### src/hw/rtl/assert_macros.svh
// Assertion macros used by the request sequencer of the ordered unique key queue.
`ifndef ASSERT_MACROS_SVH
`define ASSERT_MACROS_SVH
`ifndef SYNTHESIS
// Checks that an expression holds at every clock edge out of reset.
`define ASSERT_ALWAYS(lbl, clk, rstn, expr, msg) \
    lbl: assert property (@(posedge clk) disable iff (!rstn) (expr)) else $error(msg);
// Checks that a consequent holds in the same cycle as its antecedent.
`define ASSERT_IMPLY(lbl, clk, rstn, ante, cons, msg) \
    lbl: assert property (@(posedge clk) disable iff (!rstn) (ante) |-> (cons)) else $error(msg);
`else
`define ASSERT_ALWAYS(lbl, clk, rstn, expr, msg)
`define ASSERT_IMPLY(lbl, clk, rstn, ante, cons, msg)
`endif
`endif

### src/hw/rtl/oukq_pkg.sv
// Package with the constants, codes and types of the ordered unique key queue.
package oukq_pkg;

    // Queue depth and derived widths.
    localparam int DEPTH    = 16;
    localparam int AW       = $clog2(DEPTH);
    localparam int CW       = $clog2(DEPTH + 1);

    // Field widths of the request and result transfers.
    localparam int PID_W    = 32;
    localparam int MODE_W   = 3;
    localparam int POS_W    = 4;
    localparam int STATUS_W = 3;
    localparam int COUNT_W  = 5;

    // Common width for comparing a position against the count.
    localparam int PW       = (CW > POS_W) ? CW : POS_W;

    typedef enum logic [MODE_W-1:0] {
        MODE_APPEND = 3'd0,
        MODE_INSERT = 3'd1,
        MODE_POP    = 3'd2,
        MODE_REMOVE = 3'd3,
        MODE_READ   = 3'd4
    } mode_t;

    typedef enum logic [STATUS_W-1:0] {
        ST_OK       = 3'd0,
        ST_DUP      = 3'd1,
        ST_NOTFOUND = 3'd2,
        ST_EMPTY    = 3'd3,
        ST_FULL     = 3'd4
    } status_t;

    typedef enum logic [2:0] {
        S_IDLE,
        S_SCAN,
        S_INS_SHIFT,
        S_REM_SHIFT,
        S_PUT,
        S_READ,
        S_READ_WAIT,
        S_RESP
    } state_t;

    typedef struct packed {
        status_t              status;
        logic [PID_W-1:0]     pid_out;
        logic [COUNT_W-1:0]   count;
    } result_t;

endpackage

### src/hw/rtl/oukq_ram.sv
// Simple dual-port RAM with one write port and one registered read port.
module oukq_ram #(
    parameter int DEPTH = 16,
    parameter int DW    = 32,
    parameter int AW    = $clog2(DEPTH)
) (
    input  logic          clk,
    input  logic          wr_en,
    input  logic [AW-1:0] wr_addr,
    input  logic [DW-1:0] wr_data,
    input  logic          rd_en,
    input  logic [AW-1:0] rd_addr,
    output logic [DW-1:0] rd_data
);

    logic [DW-1:0] mem [DEPTH];
    logic [DW-1:0] rd_data_reg;

    // Write port.
    always_ff @(posedge clk) begin
        if (wr_en) begin
            mem[wr_addr] <= wr_data;
        end
    end

    // Registered read port: the data appears in the cycle after the read.
    always_ff @(posedge clk) begin
        if (rd_en) begin
            rd_data_reg <= mem[rd_addr];
        end
    end

    assign rd_data = rd_data_reg;

endmodule

### src/hw/rtl/oukq_ctrl.sv
// Request sequencer: searches, shifts and updates the queue held in the entry RAM.
`include "assert_macros.svh"
module oukq_ctrl
    import oukq_pkg::*;
(
    input  logic               aclk,
    input  logic               aresetn,
    input  logic               s_valid,
    output logic               s_ready,
    input  logic [MODE_W-1:0]  s_mode,
    input  logic [PID_W-1:0]   s_pid,
    input  logic [PID_W-1:0]   s_anchor_pid,
    input  logic [POS_W-1:0]   s_position,
    output logic               res_valid,
    input  logic               res_ready,
    output result_t            res,
    output logic               rd_en,
    output logic [AW-1:0]      rd_addr,
    input  logic [PID_W-1:0]   rd_data,
    output logic               wr_en,
    output logic [AW-1:0]      wr_addr,
    output logic [PID_W-1:0]   wr_data
);

    state_t             state_reg, state_next;
    logic [CW-1:0]      occ_reg, occ_next;
    logic [CW-1:0]      iss_reg, iss_next;
    logic               rd_vld_reg;
    logic [CW-1:0]      rd_idx_reg;

    logic [MODE_W-1:0]  mode_reg;
    logic [PID_W-1:0]   pid_reg;
    logic [PID_W-1:0]   anchor_reg;
    logic [POS_W-1:0]   pos_reg;
    logic [CW-1:0]      lo_reg, lo_next;
    logic [CW-1:0]      put_idx_reg, put_idx_next;
    logic               hit_reg, hit_next;
    logic [CW-1:0]      hit_idx_reg, hit_idx_next;
    logic               anc_reg, anc_next;
    logic [CW-1:0]      anc_idx_reg, anc_idx_next;
    status_t            status_reg, status_next;
    logic [PID_W-1:0]   pid_out_reg, pid_out_next;

    logic               accept;
    logic               is_empty;
    logic               is_full;
    logic               pos_bad;
    logic               iss_go;
    logic               walk_done;
    logic [CW-1:0]      iss_addr;
    logic [CW-1:0]      rd_idx_inc;
    logic [CW-1:0]      rd_idx_dec;
    logic [CW-1:0]      anc_idx_inc;
    logic [PW-1:0]      pos_ext;
    status_t            acc_status;
    status_t            scan_status;
    logic               scan_pass;

    // Simple conditions on the stored count and the request.
    assign accept      = s_valid && s_ready;
    assign is_empty    = (occ_reg == '0);
    assign is_full     = (occ_reg >= CW'(DEPTH));
    assign pos_bad     = (PW'(s_position) >= PW'(occ_reg));
    assign pos_ext     = PW'(pos_reg);
    assign rd_idx_inc  = rd_idx_reg + CW'(1);
    assign rd_idx_dec  = rd_idx_reg - CW'(1);
    assign anc_idx_inc = anc_idx_reg + CW'(1);

    // Read issue for the walking states: upward for search and removal,
    // downward for the make-room shift of an insert.
    always_comb begin
        iss_go   = 1'b0;
        iss_addr = iss_reg;
        unique case (state_reg)
            S_SCAN, S_REM_SHIFT: begin
                iss_go = (iss_reg < occ_reg);
            end
            S_INS_SHIFT: begin
                iss_go   = (iss_reg > lo_reg);
                iss_addr = iss_reg - CW'(1);
            end
            default: begin
            end
        endcase
    end

    // A walk is over once nothing is issued and the read pipeline is empty.
    assign walk_done = !iss_go && !rd_vld_reg;

    // Status of a request that is answered without touching the RAM.
    always_comb begin
        acc_status = ST_NOTFOUND;
        unique case (s_mode)
            MODE_INSERT, MODE_POP, MODE_REMOVE: begin
                if (is_empty) begin
                    acc_status = ST_EMPTY;
                end
            end
            MODE_READ: begin
                priority if (is_empty) begin
                    acc_status = ST_EMPTY;
                end else if (pos_bad) begin
                    acc_status = ST_NOTFOUND;
                end
            end
            default: begin
                acc_status = ST_NOTFOUND;
            end
        endcase
    end

    // Verdict after the search pass; order of the checks follows priority.
    always_comb begin
        scan_pass   = 1'b0;
        scan_status = ST_NOTFOUND;
        unique case (mode_reg)
            MODE_APPEND: begin
                priority if (hit_reg) begin
                    scan_status = ST_DUP;
                end else if (is_full) begin
                    scan_status = ST_FULL;
                end else begin
                    scan_pass = 1'b1;
                end
            end
            MODE_INSERT: begin
                priority if (hit_reg) begin
                    scan_status = ST_DUP;
                end else if (!anc_reg) begin
                    scan_status = ST_NOTFOUND;
                end else if (is_full) begin
                    scan_status = ST_FULL;
                end else begin
                    scan_pass = 1'b1;
                end
            end
            MODE_REMOVE: begin
                if (hit_reg) begin
                    scan_pass = 1'b1;
                end
            end
            default: begin
                scan_status = ST_NOTFOUND;
            end
        endcase
    end

    // Next state.
    always_comb begin
        state_next = state_reg;
        unique case (state_reg)
            S_IDLE: begin
                if (s_valid) begin
                    unique case (s_mode)
                        MODE_APPEND: state_next = S_SCAN;
                        MODE_INSERT, MODE_REMOVE: begin
                            state_next = is_empty ? S_RESP : S_SCAN;
                        end
                        MODE_POP: state_next = is_empty ? S_RESP : S_REM_SHIFT;
                        MODE_READ: begin
                            state_next = (is_empty || pos_bad) ? S_RESP : S_READ;
                        end
                        default: state_next = S_RESP;
                    endcase
                end
            end
            S_SCAN: begin
                if (walk_done) begin
                    if (!scan_pass) begin
                        state_next = S_RESP;
                    end else begin
                        unique case (mode_reg)
                            MODE_APPEND: state_next = S_PUT;
                            MODE_INSERT: state_next = S_INS_SHIFT;
                            default:     state_next = S_REM_SHIFT;
                        endcase
                    end
                end
            end
            S_INS_SHIFT: begin
                if (walk_done) begin
                    state_next = S_PUT;
                end
            end
            S_REM_SHIFT: begin
                if (walk_done) begin
                    state_next = S_RESP;
                end
            end
            S_PUT:       state_next = S_RESP;
            S_READ:      state_next = S_READ_WAIT;
            S_READ_WAIT: state_next = S_RESP;
            S_RESP: begin
                if (res_ready) begin
                    state_next = S_IDLE;
                end
            end
            default:     state_next = S_IDLE;
        endcase
    end

    // Handshake and RAM port outputs.
    always_comb begin
        s_ready   = (state_reg == S_IDLE);
        res_valid = (state_reg == S_RESP);
        rd_en     = iss_go || (state_reg == S_READ);
        rd_addr   = (state_reg == S_READ) ? pos_ext[AW-1:0] : iss_addr[AW-1:0];
        wr_en     = 1'b0;
        wr_addr   = put_idx_reg[AW-1:0];
        wr_data   = rd_data;
        unique case (state_reg)
            S_PUT: begin
                wr_en   = 1'b1;
                wr_data = pid_reg;
            end
            S_INS_SHIFT: begin
                wr_en   = rd_vld_reg;
                wr_addr = rd_idx_inc[AW-1:0];
            end
            S_REM_SHIFT: begin
                wr_en   = rd_vld_reg && (rd_idx_reg != lo_reg);
                wr_addr = rd_idx_dec[AW-1:0];
            end
            default: begin
            end
        endcase
    end

    assign res = '{status: status_reg, pid_out: pid_out_reg, count: COUNT_W'(occ_reg)};

    // Datapath next values.
    always_comb begin
        occ_next     = occ_reg;
        iss_next     = iss_reg;
        lo_next      = lo_reg;
        put_idx_next = put_idx_reg;
        hit_next     = hit_reg;
        hit_idx_next = hit_idx_reg;
        anc_next     = anc_reg;
        anc_idx_next = anc_idx_reg;
        status_next  = status_reg;
        pid_out_next = pid_out_reg;

        // Advance the read walk.
        if (iss_go) begin
            iss_next = (state_reg == S_INS_SHIFT) ? iss_addr : iss_reg + CW'(1);
        end

        unique case (state_reg)
            S_IDLE: begin
                if (accept) begin
                    iss_next     = '0;
                    lo_next      = '0;
                    hit_next     = 1'b0;
                    anc_next     = 1'b0;
                    pid_out_next = '0;
                    status_next  = acc_status;
                end
            end
            S_SCAN: begin
                // Compare each returned entry against the id and the anchor.
                if (rd_vld_reg) begin
                    if (rd_data == pid_reg) begin
                        hit_next     = 1'b1;
                        hit_idx_next = rd_idx_reg;
                    end
                    if (rd_data == anchor_reg) begin
                        anc_next     = 1'b1;
                        anc_idx_next = rd_idx_reg;
                    end
                end
                if (walk_done) begin
                    status_next = scan_status;
                    if (scan_pass) begin
                        unique case (mode_reg)
                            MODE_APPEND: begin
                                put_idx_next = occ_reg;
                            end
                            MODE_INSERT: begin
                                lo_next      = anc_idx_inc;
                                iss_next     = occ_reg;
                                put_idx_next = anc_idx_inc;
                            end
                            default: begin
                                lo_next  = hit_idx_reg;
                                iss_next = hit_idx_reg;
                            end
                        endcase
                    end
                end
            end
            S_REM_SHIFT: begin
                // The first entry read is the one being removed.
                if (rd_vld_reg && (rd_idx_reg == lo_reg)) begin
                    pid_out_next = rd_data;
                end
                if (walk_done) begin
                    occ_next    = occ_reg - CW'(1);
                    status_next = ST_OK;
                end
            end
            S_PUT: begin
                occ_next    = occ_reg + CW'(1);
                status_next = ST_OK;
            end
            S_READ_WAIT: begin
                pid_out_next = rd_data;
                status_next  = ST_OK;
            end
            default: begin
            end
        endcase
    end

    // Control registers.
    always_ff @(posedge aclk) begin
        if (!aresetn) begin
            state_reg  <= S_IDLE;
            occ_reg    <= '0;
            iss_reg    <= '0;
            rd_vld_reg <= 1'b0;
        end else begin
            state_reg  <= state_next;
            occ_reg    <= occ_next;
            iss_reg    <= iss_next;
            rd_vld_reg <= iss_go;
        end
    end

    // Request and working registers.
    always_ff @(posedge aclk) begin
        if (accept) begin
            mode_reg   <= s_mode;
            pid_reg    <= s_pid;
            anchor_reg <= s_anchor_pid;
            pos_reg    <= s_position;
        end
        rd_idx_reg  <= iss_addr;
        lo_reg      <= lo_next;
        put_idx_reg <= put_idx_next;
        hit_reg     <= hit_next;
        hit_idx_reg <= hit_idx_next;
        anc_reg     <= anc_next;
        anc_idx_reg <= anc_idx_next;
        status_reg  <= status_next;
        pid_out_reg <= pid_out_next;
    end

    // The count never passes the depth.
    `ASSERT_ALWAYS(a_occ_range, aclk, aresetn, occ_reg <= CW'(DEPTH), "count above depth")
    // Writes land at most one place past the last held entry.
    `ASSERT_IMPLY(a_wr_range, aclk, aresetn, wr_en, CW'(wr_addr) <= occ_reg, "write beyond tail")
    // The walks never read and write the same entry in one cycle.
    `ASSERT_IMPLY(a_no_rw_clash, aclk, aresetn, rd_en && wr_en, rd_addr != wr_addr, "rw clash")
    // A new request starts only with the read pipeline drained.
    `ASSERT_IMPLY(a_drained, aclk, aresetn, accept, !rd_vld_reg, "read pending at accept")

endmodule

### src/hw/rtl/ordered_unique_key_queue_top.sv
// Top level of the ordered unique key queue: sequencer, entry RAM and result register.
//
//   Channel   Direction  Ports
//   request   in         s_valid s_ready s_mode s_pid s_anchor_pid s_position
//   result    out        m_valid m_ready m_status m_pid_out m_count
//
// A request walks the entry RAM's single read port one entry per cycle, once
// for the duplicate and anchor search and once more for the shift that opens
// or closes a gap. Reads do a single RAM read and no walk.
// Reset is synchronous and leaves the queue empty at once, with no clearing pass.
// A finished result waits in the output register; the next request is taken
// as soon as the previous result has moved into that register.
module ordered_unique_key_queue_top
    import oukq_pkg::*;
(
    input  logic                aclk,
    input  logic                aresetn,
    input  logic                s_valid,
    output logic                s_ready,
    input  logic [MODE_W-1:0]   s_mode,
    input  logic [PID_W-1:0]    s_pid,
    input  logic [PID_W-1:0]    s_anchor_pid,
    input  logic [POS_W-1:0]    s_position,
    output logic                m_valid,
    input  logic                m_ready,
    output logic [STATUS_W-1:0] m_status,
    output logic [PID_W-1:0]    m_pid_out,
    output logic [COUNT_W-1:0]  m_count
);

    logic             res_valid;
    logic             res_ready;
    result_t          res;
    logic             rd_en;
    logic [AW-1:0]    rd_addr;
    logic [PID_W-1:0] rd_data;
    logic             wr_en;
    logic [AW-1:0]    wr_addr;
    logic [PID_W-1:0] wr_data;

    logic             m_valid_reg;
    result_t          m_res_reg;

    oukq_ctrl u_ctrl (
        .aclk         (aclk),
        .aresetn      (aresetn),
        .s_valid      (s_valid),
        .s_ready      (s_ready),
        .s_mode       (s_mode),
        .s_pid        (s_pid),
        .s_anchor_pid (s_anchor_pid),
        .s_position   (s_position),
        .res_valid    (res_valid),
        .res_ready    (res_ready),
        .res          (res),
        .rd_en        (rd_en),
        .rd_addr      (rd_addr),
        .rd_data      (rd_data),
        .wr_en        (wr_en),
        .wr_addr      (wr_addr),
        .wr_data      (wr_data)
    );

    oukq_ram #(
        .DEPTH (DEPTH),
        .DW    (PID_W),
        .AW    (AW)
    ) u_ram (
        .clk     (aclk),
        .wr_en   (wr_en),
        .wr_addr (wr_addr),
        .wr_data (wr_data),
        .rd_en   (rd_en),
        .rd_addr (rd_addr),
        .rd_data (rd_data)
    );

    // The result register takes a new result when empty or being drained.
    assign res_ready = !m_valid_reg || m_ready;

    always_ff @(posedge aclk) begin
        if (!aresetn) begin
            m_valid_reg <= 1'b0;
        end else if (res_ready) begin
            m_valid_reg <= res_valid;
        end
    end

    always_ff @(posedge aclk) begin
        if (res_valid && res_ready) begin
            m_res_reg <= res;
        end
    end

    assign m_valid   = m_valid_reg;
    assign m_status  = m_res_reg.status;
    assign m_pid_out = m_res_reg.pid_out;
    assign m_count   = m_res_reg.count;

endmodule
### config.mk
export PLATFORM = sky130hd
export DESIGN_NAME = ordered_unique_key_queue_top
export DESIGN_NICKNAME = d
export VERILOG_FILES = /design/src/hw/rtl/oukq_pkg.sv /design/src/hw/rtl/oukq_ram.sv /design/src/hw/rtl/oukq_ctrl.sv /design/src/hw/rtl/ordered_unique_key_queue_top.sv
export VERILOG_INCLUDE_DIRS = /design/src /design/src/hw/rtl
export SDC_FILE = /design/constraint.sdc
export NUM_CORES = 1
export LEC_CHECK = 0
export ABC_CLOCK_PERIOD_IN_PS = 4220
export BUFFER_PORTS_ARGS = -buffer_cell sky130_fd_sc_hd__buf_2
export CAP_MARGIN = 20
export CORE_ASPECT_RATIO = 0.5
export CORE_MARGIN = 3
export CORE_UTILIZATION = 40
export DETAILED_ROUTE_END_ITERATION = 6
export GPL_ROUTABILITY_DRIVEN = 0
export GPL_TIMING_DRIVEN = 0
export HOLD_SLACK_MARGIN = 0.03
export PLACE_DENSITY_LB_ADDON = 0.08
export REMOVE_ABC_BUFFERS = 1
export SYNTH_ARGS = -nofsm -noshare
export SYNTH_HDL_FRONTEND = slang
export SYNTH_SLANG_ARGS = --single-unit
### constraint.sdc
create_clock -name aclk -period 4.22 [get_ports aclk]
set_clock_uncertainty 0.15 [all_clocks]
set_input_delay 0.633 -clock aclk [delete_from_list [all_inputs] [get_ports aclk]]
set_output_delay 0.633 -clock aclk [all_outputs]
set_load 0.02 [all_outputs]
Word-level counts from Yosys, hierarchy flattened
Memories as Yosys holds them, arrays and structs flattened. A register that Yosys moved wholly into a read port is not among the register bits.
Index checks and enable logic that the tools add are counted.
{ "totals": {"regBits": 187, "latchBits": 0, "ramBits": 512, "mem_bits_ro": 0, "output_inout_bits": 42, "wordCells": 158, "memories": 1} }
{ "classes": {"add_sub_neg": 7, "n_mul": 0, "div_mod_pow": 0, "n_lt_le_gt_ge": 4, "eq_ne": 29, "shift": 0, "muxes": 62, "n_bitwise": 0, "reduce_logical": 34} }
{ "mem_list": {"columns": ["name", "depth", "width", "rd", "rd_clocked_by_memory_dff", "write_ports", "line", "text"], "rows": [
  ["u_ram.mem", 16, 32, 1, 1, 1, "oukq_ram.sv:16", "logic [DW-1:0] mem [DEPTH];"]
]} }
{ "ops": {"columns": ["cell", "count"], "rows": [
  ["$mux W32", 3],
  ["$pmux W32 S3", 1],
  ["$eq A32 B32 Y1", 2],
  ["$mux W5", 10],
  ["$pmux W5 S2", 5],
  ["$mux W3", 16],
  ["$pmux W3 S4", 2],
  ["$pmux W3 S7", 1],
  ["$ne A2 B1 Y1 const B", 9],
  ["$pmux W4 S2", 2],
  ["$reduce_and A4 Y1", 4],
  ["$add A5 B1 Y5 const B", 3],
  ["$eq A3 B2 Y1 const B", 5],
  ["$eq A3 B3 Y1 const B", 5],
  ["$mux W1", 13],
  ["$pmux W3 S2", 2],
  ["$reduce_and A5 Y1", 2],
  ["$sub A5 B1 Y5 const B", 2],
  ["$eq A3 B1 Y1 const B", 3],
  ["$logic_not A3 Y1", 3],
  ["$reduce_and A3 Y1", 3],
  ["$ne A2 B2 Y1 const B", 3],
  ["$pmux W1 S2", 3],
  ["$pmux W1 S3", 2],
  ["20 further kinds", 32]
]} }

Logic depth before layout (Yosys ltp)
{ "logic_depth": {"word_depth": 8, "mapped_depth": 12, "ltp_nobuf": 10} }

Hierarchy
Synthesis repeated with hierarchy kept, for this count alone.
{ "unflattened": {"cells_unflattened": 1537, "area_unflattened_um2": 28790.1} }
{ "by_module_without_submodules": {"columns": ["module", "n_inst", "cells_each", "area_each_um2"], "rows": [
  ["oukq_ram", 1, 838, 20155.6],
  ["oukq_ctrl", 1, 654, 7375.8],
  ["ordered_unique_key_queue_top", 1, 45, 1258.7]
]} }

Worst setup path before layout
Ideal clock, no wire load.
{ "synth_timing": {"path_kind": "reg-to-reg", "start": "register u_ctrl.state_reg[0]", "end": "memory u_ram.mem[13][0] (enable)", "arrival_ns": 3.297, "required_time_ns": 3.649, "path_slack_ns": 0.351, "path_stages_with_launch": 12, "path_buffers": 2, "synth_period_minus_slack_ns": 3.869, "path_cell_list": "dfxtp_1 -> buf_4 -> buf_2 -> nand2_1 -> inv_1 -> ha_1 -> a21o_1 -> a21oi_1 -> xnor2_1 -> a21oi_1 -> nand2_1 -> nor2_1"} }
{ "synth_via": {"elab_chain_cells": 4, "elab_cells_between_ends": 7} }
{ "synth_lines": {"columns": ["item", "line", "text"], "rows": [
  ["start: declaration", "oukq_ctrl.sv:25", "state_t state_reg, state_next;"],
  ["start signal: assignment", "oukq_ctrl.sv:323", "state_reg <= state_next;"],
  ["$eq A3 B2 Y1 or $eq A3 B3 Y1 (tied branches)", "oukq_ctrl.sv:211", "unique case (state_reg)"],
  ["$pmux W1 S3", "oukq_ctrl.sv:211", null],
  ["$mux W1", "oukq_ram.sv:21", "if (wr_en) begin"],
  ["$mux W1 (not written as such)", "oukq_ram.sv:22", "mem[wr_addr] <= wr_data;"],
  ["end: declaration", "oukq_ram.sv:16", null]
]} }
Several ways; a longest one is shown, not always the timed one.

Worst setup path after layout
{ "layout_timing": {"start": "register u_ctrl.state_reg[0]", "end": "register u_ram.rd_data_reg[20], in the netlist u_ram.rd_data[20] (read register of u_ram.mem) (data pin)"} }
{ "layout_via": {"elab_cells_between_ends": 9} }
{ "layout_rtl": {"columns": ["item", "line", "text"], "rows": [
  ["$eq A3 B2 Y1", "oukq_ctrl.sv:74", "unique case (state_reg)"],
  ["$mux W5", "oukq_ctrl.sv:74", null],
  ["via u_ctrl.iss_addr[0]", "oukq_ctrl.sv:50", "logic [CW-1:0] iss_addr;"],
  ["$mux W4", "oukq_ctrl.sv:207", "rd_addr = (state_reg == S_READ) ? pos_ext[AW-1:0] : iss_addr[AW-1:0];"],
  ["end: declaration", "oukq_ram.sv:17", "logic [DW-1:0] rd_data_reg;"]
]} }
The timed path passes the listed nets, and every way through them passes these cells.
A chain may end at the register's enable or synchronous reset.

==> implementation parameters <==
Parameter                              Value

Setup path
  Cell seen most often among critical-path stages    buf_16
  Data required time at the worst endpoint    4440 ps
  Crit path launch type    register
  Count of buffer and inverter cells on the critical path    7
  Worst Path Max Fanout    20
  Cell breakdown of the critical path    buf_16 > nor3_4 > inv_4 > ha_1 > mux2i_4 > buf_16 > buf_12 > buf_16 > buf_16 > buf_16 > mux4_2 > a22oi_1 > nand2_1
  Worst setup EP type    register
  Highest cell delay on the worst timing path    510 ps
  Largest delay contributor family on the critical path    buffers and inverters
  Crit-path slowest cell    mux4_2
  Arrival time reported for the critical path endpoint    4150 ps
  Path type of the worst setup path    reg -> reg

Clock tree
  Clock tree root buffer cell    clkbuf_16
  TritonCTS clock tree    built
  Bufs on Longest Clock Path    3
  CTS Buf Count    69
  Clock-pin slew on the worst setup and hold paths    70 ps
  CTS Sinks    about 730
  Clock latency of the later-clocked register in the worst-skew pair    610 ps
  H-tree depth    3

STA
  Final worst-path cycle share    93.18%
  Number of failing hold endpoints at the final stage    0
  Period minus WS final    3932 ps
  Maximum clock rate    254.3 MHz
  Worst Hold Slack    89.36 ps
  Final number of setup-violating endpoints    0
  Final WS setup    287.8 ps
  Max-slew violation count    0
  Worst-case headroom to the max-slew limit    34.31%
  Setup Total Neg Slack    0 ps
  Worst Max-Slew Pin Slew    976.4 ps
  Unrepaired setup endpoints after global routing    false

Final layout
  Fraction of layout cells with a size suffix above 1    28.30%
  Fin util    49.02%
  Number of nets in the layout    between 1.5k and 2k
  Total area of multi-input combinational cells    roughly 7000 µm²
  Biggest register    u_ram.mem
  Fin cells    roughly 2.8k
  Final std cell area, no fill    around 35000 µm²
  Antenna Cells    0
  Area Overhead vs Synth    20.68%
  FF/Latch Area    21760 µm²
  Max reg flops    512
  Filler cell count in the final layout    5914

Route
  Wire length reported by the detailed router    74390 µm
  Vias after detailed routing    15.08k
  Routed WL per cell    about 27 µm
  TritonRoute pass-1 iters    6
  Count of routing violations after the opening detailed-route iteration    1442
  DRC Markers    0
  Remaining number of nets flagged by the antenna check after routing    0
  Vias per Instance    about 5.4

Logic synthesis
  Post-synth top flop    edfxtp_1
  Cell with the most instances after synthesis    edfxtp_1
  Number of instances in the synthesized netlist    1499
  Area fraction of the dominant cell type after synthesis    roughly three quarters
  Number of enable-type register cells in the synthesized netlist    711
  Proportion of register bits with asynchronous set or reset after synthesis    0%
  Leading area contributor after synthesis    edfxtp_1
  Synthesized area divided by synthesized cell count    19.32 µm²
  Top cells by count, synth    edfxtp_1 (711), mux4_2 (128), a22oi_1 (65)
  Post-synth design cell area    28960 µm²
  Post-synthesis sequential element count    731
  Yosys warns    0
  Number of distinct library cells after synthesis    69
  Portion of the post-synthesis area used by sequential elements    about three quarters
  Most area-consuming cells after synthesis    edfxtp_1 (74%), mux4_2 (10%), a22oi_1 (1.7%)

Global route
  Remaining global-route overflow    0
  Global-route wire length before repair    roughly 110000 µm
  Vias in the first global route    approximately 16k
  Total global-route track usage    19.69%
  Largest net degree at the start of global routing    between 40 and 50
  Initial antenna violation count    0

Pwr
  VDD IR-drop max    0.4756 mV
  Ratio of total power to cell area    782.5 nW/µm²
  Leakage power    11.53 nW
  Pwr Total    27.35 mW

Place
  # placed instances    2559
  IO Port Bufs    116
  Post-detailed-placement half-perimeter wirelength    roughly 48000 µm
  Total cell area at the placement stage    between 30000 and 40000 µm²
  Pre-CTS setup slack    -862.1 ps

Die
  I/O Pins    117
  Initial standard-cell utilization of the core    roughly two fifths
  Number of cell rows    slightly below 70
  Chip Height    approximately 200 µm
  Width of the die    386.5 µm
  Area of the core    71310 µm²
  DIE AREA    75870 µm²

Status
  Run status    finished, final reports clean

Min path
  Worst min-delay path category    in -> reg

Job
  Maxcap violations    0
## layout make-up
cell class	instances	share of cell area, %
multi-input combinational	679	20.00
tap	958	3.429
clock inverter	33	0.7374
inverter	25	0.2828
timing repair buffer	279	8.054
sequential	731	62.25
clock buffer	87	5.255
## cell families after synthesis
family,synth area share (%)
compound gates,4.178
flops,75.10
xor+xnor,2.570
fa+ha+maj,1.132
simple gates,4.078
mux,11.42
buf+inv,1.521
## what timing repair did
item                                    4_1_cts  5_1_grt
gates resized for setup                       6        4
hold buffers                                 61        1
pin swaps                                     3       12
endpoints found under the setup margin      543      279
endpoints found under the hold margin        61        1
buffers inserted                              2       48
## power by group
group          leakage [nW]  total [mW]  internal, mW  switching (mW)
clock network          1.00        5.92          3.23            2.69
registers              6.63        10.9          10.2           0.677
logic                  3.90        10.5          4.66            5.85
total                  11.5        27.4          18.1            9.21
## layer usage
layer	part of all wire [%]	global-route usage, %	vias to the layer above
met3	4.7	3.046	96
met4	2.0	4.831	0
met2	49	32.90	389
met1	44	27.32	7957
met5	0	0	-
li1	-	-	6638
## cells in the final DEF (no fill, tap or decap), types with 33 or more instances in the layout
master	instances
edfxtp_1	711
mux4_2	128
buf_2	117
clkbuf_16	71
a22oi_1	65
dlygate4sd3_1	62
nand2_1	57
xnor2_1	45
xor2_1	40
buf_12	38
buf_4	38
and2_1	37
mux2_2	33
## worst paths after layout
check	start	endpoint	slack, ps	cells after the start
hold reg to reg	u_ctrl.pid_out_reg[5]$_SDFFCE_PN0P_	m_pid_out[5]$_DFFE_PP_	270	0
hold / removal	s_position[0]	u_ctrl.pos_reg[0]$_DFFE_PP_	90	1
setup / recovery	u_ctrl.state_reg[0]$_SDFFE_PN0P_	u_ram.rd_data[20]$_DFFE_PP_	290	13
setup reg to reg	u_ctrl.state_reg[0]$_SDFFE_PN0P_	u_ram.rd_data[20]$_DFFE_PP_	290	13
Note: power is estimated with default switching activity, not from simulation.
